$ cat config.mk
export PLATFORM = sky130hd
export DESIGN_NAME = rrs_cell
export DESIGN_NICKNAME = d
export VERILOG_FILES = /design/src/rtl/region_record_sorter_unit_defines.svh /design/src/rtl/rrs_pkg.sv /design/src/rtl/rrs_cell.sv
export SDC_FILE = /design/constraint.sdc
export NUM_CORES = 1
export LEC_CHECK = 0
export ABC_AREA = 0
export BUFFER_PORTS_ARGS = -buffer_cell sky130_fd_sc_hd__buf_2
export CORE_AREA = 2 2 212 214
export CTS_BUF_LIST = sky130_fd_sc_hd__clkbuf_8
export DETAILED_ROUTE_END_ITERATION = 7
export DIE_AREA = 0 0 214 216
export GPL_TIMING_DRIVEN = 0
export PLACE_DENSITY = 0.45
export SLEW_MARGIN = 20
export SYNTH_ARGS = -nofsm -noshare
export SYNTH_HDL_FRONTEND = slang
export SYNTH_SLANG_ARGS = --single-unit
$ cat constraint.sdc
create_clock -name clk -period 6.4 [get_ports clk]
set_input_delay 0.64 -clock clk [delete_from_list [all_inputs] [get_ports clk]]
set_output_delay 0.64 -clock clk [all_outputs]
set_load 0.01 [all_outputs]
$ cat src/rtl/region_record_sorter_unit_defines.svh
// assertion macros for the sorter rtl
`ifndef REGION_RECORD_SORTER_UNIT_DEFINES_SVH
`define REGION_RECORD_SORTER_UNIT_DEFINES_SVH

// checked outside reset
`define RRS_ASSERT(lbl, prop, msg) \
  lbl: assert property (@(posedge clk) disable iff (rst) prop) else $error(msg);

// checked in every cycle, reset included
`define RRS_ASSERT_RST(lbl, prop, msg) \
  lbl: assert property (@(posedge clk) prop) else $error(msg);

`endif

$ cat src/rtl/rrs_pkg.sv
// types, constants and key compare for the region record sorter
package rrs_pkg;

  localparam int MAX_RECORDS = 64;
  localparam int CNT_W       = $clog2(MAX_RECORDS + 1);

  localparam int HEAD_W = 32;
  localparam int MID_W  = 32;
  localparam int TAIL_W = 8;
  localparam int POS_W  = 31;

  typedef struct packed {
    logic [HEAD_W-1:0] name_head;
    logic [MID_W-1:0]  name_mid;
    logic [TAIL_W-1:0] name_tail;
    logic [POS_W-1:0]  start_pos;
    logic [POS_W-1:0]  end_pos;
  } record_t;

  typedef struct packed {
    logic ins;
    logic shift;
  } cell_ctrl_t;

  typedef enum logic {
    ST_LOAD,
    ST_DRAIN
  } state_t;

  // true when a must sort strictly after b: name first, then start
  function automatic logic goes_after(record_t a, record_t b);
    logic [HEAD_W+MID_W+TAIL_W+POS_W-1:0] ka;
    logic [HEAD_W+MID_W+TAIL_W+POS_W-1:0] kb;
    ka = {a.name_head, a.name_mid, a.name_tail, a.start_pos};
    kb = {b.name_head, b.name_mid, b.name_tail, b.start_pos};
    return ka > kb;
  endfunction

endpackage

$ cat src/rtl/rrs_cell.sv
// one insertion cell of the sorting chain
module rrs_cell (
  input  logic                clk,
  input  rrs_pkg::cell_ctrl_t ctrl,
  input  rrs_pkg::record_t    new_rec,
  input  logic                occupied,
  input  logic                prev_after,
  input  rrs_pkg::record_t    prev_rec,
  input  rrs_pkg::record_t    next_rec,
  output rrs_pkg::record_t    rec,
  output logic                after
);
  import rrs_pkg::*;

  record_t rec_next;

  // ties keep the stored word in front, so arrival order holds
  assign after = occupied && goes_after(rec, new_rec);

  always_comb begin
    rec_next = rec;
    if (ctrl.shift) begin
      rec_next = next_rec;
    end else if (ctrl.ins) begin
      if (occupied && !after) begin
        rec_next = rec;
      end else if (prev_after) begin
        rec_next = prev_rec;
      end else begin
        rec_next = new_rec;
      end
    end
  end

  always_ff @(posedge clk) begin
    rec <= rec_next;
  end

endmodule

# After elaboration in Yosys (flattened, before gate mapping)
# Index checks and enable logic that the tools add are counted.
dict set report op_classes {
  addsub 0
  mul 0
  div 0
  magnitude_cmp 1
  n_eq_ne 1
  shifts 0
  muxes 4
  bitwise 0
  reduce_logical 5
}
# cell count
set ops {}
lappend ops {{134-bit two-way mux} 4}
lappend ops {{103-bit > comparator} 1}
lappend ops {{1-bit logical AND} 2}
lappend ops {{2-bit inequality test (second input constant)} 1}
lappend ops {{2-bit AND reduction} 1}
lappend ops {{2-bit nonzero test} 1}
lappend ops {{1-bit logical NOT} 1}
dict set report word_totals {
  reg_bits 134
  latch_bits 0
  mem_bits_rw 0
  rom_bits 0
  in_bits 407
  output_inout_bits 135
  n_memories 0
}

# Logic depth before layout (Yosys ltp)
# Gate-level depths: netlist of the first run.
dict set report depth {
  depth_word 7
  ltp_mapped 9
  ltp_nobuf 9
}

# Least setup slack after synthesis of the first run
# Ideal clock, no wire load.
dict set report synth_path {
  path_type {in2reg}
  start {input new_rec[131] (netlist bit)}
  end {register rec[0] (netlist bit), enable pin}
  t_arrival_ns 5.554
  t_required_ns 5.875
  slack_ns 0.321
  path_stages 8
  path_cell_list {inv_1 -> ha_1 -> nand4_1 -> or4_1 -> o311ai_1 -> a2111oi_1 -> nand3_1 -> a311o_1}
}
dict set report synth_via {
  elab_chain_len 6
}
# item line
set synth_rtl {}
lappend synth_rtl {{start: declaration} rrs_cell.sv:5} ;# input rrs_pkg::record_t new_rec,
lappend synth_rtl {{103-bit > comparator} rrs_pkg.sv:36} ;# return ka > kb;
lappend synth_rtl {{1-bit logical AND} rrs_cell.sv:18} ;# assign after = occupied && goes_after(rec, new_rec);
lappend synth_rtl {{1-bit logical NOT} rrs_cell.sv:25} ;# if (occupied && !after) begin
lappend synth_rtl {{1-bit logical AND} rrs_cell.sv:25}
lappend synth_rtl {{2-bit inequality test (no line)} --}
lappend synth_rtl {{2-bit AND reduction (no line)} --}
lappend synth_rtl {{end signal: assignment} rrs_cell.sv:36} ;# rec <= rec_next;
lappend synth_rtl {{end: declaration} rrs_cell.sv:10} ;# output rrs_pkg::record_t rec,
# No other way between the ends.
# A chain may end at the register's enable or synchronous reset.

# Worst setup path in the final report of the first run
dict set report layout_path {
  start {register rec[132] (netlist bit)}
  end {register rec[114] (netlist bit), enable pin}
}
dict set report layout_via {
  elab_chain_len 6
}
# item line
set layout_rtl {}
lappend layout_rtl {{103-bit > comparator} rrs_pkg.sv:36}
lappend layout_rtl {{1-bit logical AND} rrs_cell.sv:18}
lappend layout_rtl {{1-bit logical NOT} rrs_cell.sv:25}
lappend layout_rtl {{1-bit logical AND} rrs_cell.sv:25}
lappend layout_rtl {{2-bit inequality test (no line)} --}
lappend layout_rtl {{2-bit AND reduction (no line)} --}
# No other way between the ends.

==> impl_metrics.ini, run 1 <==
[global_route]
grt_pass1_wl_um = 60300
grtUsageTotal_pct = 17.5
grt_max_degree = 29
grt_pass1_vias = 9756
antenna_found_initial = 2
gr-total-overflow = 0

[final_layout]
utilization_pct = 30.5
largest_register_ffs = 134
nNetsFinal = 2031
largestRegisters = rec (134)
area_growth_pct = 43.2
drive_gt1_share_pct = 38.5
regMostFlops = rec
layout_commonest_cell = buf_2
layout_common_cells = 545 x buf_2, 156 x nand2_1, 154 x o21ai_0, 134 x mux2i_1, 134 x edfxtp_1

[die]
rows = 77
die_h_um = 216
initial_core_util_pct = 21.3
die_x_um = 214
io_pins = 542
core_area_um2 = 43800
dieArea_um2 = 46200

[pwr]
ir_worst_vdd_mv = 0.118
leakagePower_nw = 6.81
powerDensity_nw_per_um2 = 211
finalPower_w = 0.00282

[clock_network]
cts_hold_buf = 0
cts.sinks = 134
cts_buffers = 17
cts_buffer_depth = 2
clock_latency_ns = 0.49
clk_pin_slew_ns = 0.09
cts_setup_buffers = 0
cts_tree = yes
htree_levels = 4
cts-resized-gates = 0
cts_root_buffer = clkbuf_8

[yosys]
synth_edf_count = 134
ys_warn_count = 0
synth_cell_types = 39
ys.flop_type = edfxtp_1
syn-num-nets = 1468
synth_top_area_share_pct = 43.0
ys_async_sr_fraction_pct = 0
synth_area_leaders = edfxtp_1 43%, mux2i_1 14%, ha_1 14%, o21ai_0 8.2%, nand2_1 6.3%
synth_area_um2 = 9350
ys_ff_latch = 134
seq_area_frac_synth_pct = 43.0
syn_inst = 958
syn_area_per_cell_um2 = 9.76
yosys.area.top_type = edfxtp_1

[placed_design]
place_congestion = 0.980
io_buffer_count = 539
post-place-ws_ns = 1.22
place_hpwl_um = 34700

[route]
viasPerCell = 4.39
detail-route-antenna-nets = 0
drt_iter0_markers = 352
wl_per_cell_um = 19.5
first_pass_iters = 4
route.detailed.drc = 0
num_vias = 9341
drt_wl_total_um = 41400

[worst_setup_path]
ff2ff_setup_slack_ns = 1.77
r2r_cells = 11
cp-start-kind = flip-flop
cp-endpoint = rec[114]$_DFFE_PP_
required_ns = 6.59
r2r_end = rec[114]$_DFFE_PP_
r2r-start = rec[132]$_DFFE_PP_
crit_path_max_fanout = 28
critical_path_class = flip-flop to flip-flop
arrival_ns = 4.83
cp-end-kind = flip-flop
cp-startpoint = rec[132]$_DFFE_PP_

[sta]
finalCritPeriodShare_pct = 72.4
hold_viol = 0
clock.fmax_mhz = 216
clock_skew_ns = 0.00993
tightest_slew_ns = 1.11
period_needed_ns = 4.63
rsz0062_at_grt = no
setup_viol = 0
relSlewSlack_pct = 25.7
fin_ws_ns = 1.77
slew_violations = 0

[status]
status = finished clean

[flow_run]
cap_violations = 0

[hold_path]
hold_path.class = input port to flip-flop
layout make-up:
type,instances,area [um2]
Buffer,45,178
Antenna cell,2,5.00
Multi-Input combinational cell,669,4740
Sequential cell,134,4020
Inverter,110,413
Clock buffer,17,234
Clock inverter,15,251
Tap cell,592,741
Fill cell,4771,30400
Timing Repair Buffer,544,2810
where the power goes:
group          total (W)  switching (W)  internal [W]
Clock           0.000903       0.000398      0.000505
Combinational   0.000765       0.000436      0.000328
Sequential       0.00115      0.0000558       0.00110
Total            0.00282       0.000890       0.00193
how the worst min path moves through the flow:
stage | from | endpoint | slack, ns | depth (start not counted)
finish | next_rec[16] | rec[16]$_DFFE_PP_ | 0.42 | 3
global route | next_rec[82] | rec[82]$_DFFE_PP_ | 0.39 | 3
CTS | next_rec[10] | rec[10]$_DFFE_PP_ | 0.36 | 3
detailed placement | next_rec[111] | rec[111]$_DFFE_PP_ | 0.92 | 3
global placement | next_rec[89] | rec[89]$_DFFE_PP_ | 0.92 | 3
floorplan | next_rec[131] | rec[131]$_DFFE_PP_ | 0.83 | 2
critical path: stages, from the launching register on:
cell	delay (ns)
edfxtp_1	0.50
ha_1	0.34
nand4_1	0.23
nor4_2	0.54
nand4_1	0.46
a211oi_1	0.64
a2111oi_1	0.23
nand3_1	0.15
a311o_2	0.54
buf_12	0.26
buf_16	0.19
buf_12	0.21
cells in the mapped netlist, drive strengths merged (2+ instances only):
cell and count:
o211ai 2, nor2b 4, clkbuf 31, nand3 9, nor2 4, edfxtp 134, o21ai 155, a221oi 4
mux2i 134, or4 2, a21oi 45, a2111oi 2, nor4 3, inv 110, a21o 4, nand4 23
ha 103, nand2 156, nand2b 2, nor3 5, buf 14
cells by family after synthesis:
| family | after synthesis | synth area share, % |
|---|---|---|
| simple gates | 212 | 10.1 |
| fa+ha+maj | 103 | 13.8 |
| buf+inv | 155 | 6.30 |
| flops | 134 | 43.0 |
| compound gates | 220 | 12.5 |
| mux | 134 | 14.3 |
stage by stage:
step | hold slack [ns] | std cells | cell area, um2 | TNS, ns
after floorplan | 0.827 | 958 | 9350 | 0
after global placement | 0.918 | 2089 | 12800 | -442.89
after detailed placement | 0.922 | 2094 | 12900 | 0
after CTS | 0.364 | 2126 | 13400 | 0
after global routing | 0.392 | 2126 | 13400 | 0
final | 0.424 | 2128 | 13400 | 0
per-layer routing:
metal	up-vias	part of all wire, %	global-route usage, %	wire length, um
met3	24	6.7	4.68	2760
met1	4364	42	20.9	17300
met2	376	50	31.5	20900
met5	-	0.027	0	11
li1	4575	-	-	-
met4	2	1.2	3.92	493
Note: power is estimated with default switching activity, not from simulation.
==> run 2: changes to the inputs <==
- PLACE_DENSITY: 0.45 -> 0.44
- clock period: 6.4 -> 4.5 ns (I/O delays scaled with it)
==> run 2 against run 1 <==
Compared with the run above:
- setup slack lost 1.4 ns
- sequential share of layout area shrank 0.10 points
- combinational power grew 42%
- critical endpoint is now rec[94]$_DFFE_PP_
- largest cell class unchanged
- largest power group unchanged
- highest routed layer unchanged
==> impl_metrics.ini, run 2 (synthesis gave the netlist of run 1 again) <==
[sta]
clock.fmax_mhz = 239
finalCritPeriodShare_pct = 92.8
tightest_slew_ns = 0.977
clock_skew_ns = 0.0144
relSlewSlack_pct = 34.9
setup_viol = 0
hold_viol = 0
slew_violations = 0
fin_setup_tns_ns = 0
period_needed_ns = 4.18
rsz0062_at_grt = no

[pwr]
finalPower_w = 0.00401
powerDensity_nw_per_um2 = 299
leakagePower_nw = 6.83
ir_worst_vdd_mv = 0.165

[worst_setup_path]
critical_path_class = flip-flop to flip-flop
path_buf_inv = 3
required_ns = 4.70
crit_path_cell_trace = ha_1, nand4_1, or4_1, o311ai_1, a2111oi_1, nand3_1, a311o_2, buf_16, buf_12, buf_12
slowest_stage = o311ai_1
cp_common_cell = buf_12
crit_family = compound AO/OA/AOI/OAI gates
arrival_ns = 4.38
cp-end-kind = flip-flop
crit_path_max_fanout = 29
critPathMaxStageDelay_ns = 0.68
cp-start-kind = flip-flop

[route]
first_pass_iters = 5
route.detailed.drc = 0
drt_iter0_markers = 266
wl_per_cell_um = 19.1
num_vias = 9348
drt_wl_total_um = 40800
detail-route-antenna-nets = 0
viasPerCell = 4.38

[die]
core_area_um2 = 43800
io_pins = 542
initial_core_util_pct = 21.3
dieArea_um2 = 46200
rows = 77
die_x_um = 214
die_h_um = 216

[status]
status = finished clean

[clock_network]
cts_buffers = 17
cts.sinks = 134
cts_tree = yes
cts_root_buffer = clkbuf_8
htree_levels = 4
clock_latency_ns = 0.51
cts_buffer_depth = 2
clk_pin_slew_ns = 0.09

[final_layout]
multiInputGateArea_um2 = 4750
drive_gt1_share_pct = 38.7
layout_commonest_cell = buf_2
largest_register_ffs = 134
regArea_um2 = 4020
nNetsFinal = 2034
largestRegisters = rec (134)
design_area_um2 = 13400
regMostFlops = rec
area_growth_pct = 43.7
layout_common_cells = 545 x buf_2, 156 x nand2_1, 154 x o21ai_0, 134 x mux2i_1, 134 x edfxtp_1
num-fill-cells = 4752

[placed_design]
place_hpwl_um = 34000
io_buffer_count = 539
place_congestion = 0.944
place_area_um2 = 12900

[global_route]
grt_pass1_wl_um = 59400
grt_pass1_vias = 9848
antenna_found_initial = 8
gr-total-overflow = 0
grtUsageTotal_pct = 17.3
grt_max_degree = 30

[hold_path]
hold_path.class = input port to flip-flop

[flow_run]
cap_violations = 0
## run 2: changes by cell type in the layout (fill, tap and decap cells not counted), sizes merged
cell and delta:
a311o +1, buf +2, clkinvlp -1, clkinv +1
diode +2
## run 2: cell type report
class / instances / share of cell area, %
diodes: 4 / 0.0745
plain buffers: 45 / 1.33
clock buffers: 17 / 1.74
clock inverters: 15 / 1.88
inverters: 110 / 3.07
multi-input cells: 670 / 35.4
flip-flops and latches: 134 / 30.0
well taps: 592 / 5.51
repair buffers: 546 / 21.1
## run 2: per-layer routing
| metal | vias up | part of all wire, % | GRT usage (%) |
|---|---|---|---|
| li1 | 4585 | - | - |
| met1 | 4328 | 40 | 19.5 |
| met5 | - | 0.14 | 0 |
| met3 | 42 | 7.1 | 4.85 |
| met2 | 385 | 51 | 31.5 |
| met4 | 8 | 1.9 | 5.66 |
## run 2: path summary, 6_finish.rpt
check,start,slack [ns],cells past startpoint,endpoint
max,rec[132]$_DFFE_PP_,0.32,10,rec[94]$_DFFE_PP_
min reg2reg,rec[45]$_DFFE_PP_,1.49,4,rec[23]$_DFFE_PP_
min,next_rec[41],0.22,3,rec[41]$_DFFE_PP_
max reg2reg,rec[132]$_DFFE_PP_,0.32,10,rec[94]$_DFFE_PP_
## run 2: timing repair
action / 4_1_cts / 5_1_grt
setup buffers: 2 / 0
hold buffers: 0 / 0
setup endpoints to repair: 82 / 0
resized for setup: 1 / 0
## run 2: worst min-delay path, stage by stage
cell and delay (ns):
buf_2 0.07, nand2_1 0.04, o21ai_0 0.06
## run 2: per-stage QoR
step                instances  setup slack (ns)  utilization [%]  hold WS [ns]
floorplan                 958             0.410                -         0.637
global placement         2089             -2.05             29.2         0.732
detailed placement       2094            -0.474             29.4         0.735
CTS                      2129            0.0887             30.6         0.158
global route             2130            0.0221             30.6         0.185
finish                   2133             0.324             30.6         0.220
## run 2: power by group
| group | total, W | leakage, nW | internal [W] | switching [W] |
|---|---|---|---|---|
| logic | 0.00109 | 5.22 | 0.000468 | 0.000619 |
| clock network | 0.00130 | 0.236 | 0.000719 | 0.000578 |
| registers | 0.00163 | 1.38 | 0.00156 | 0.0000722 |
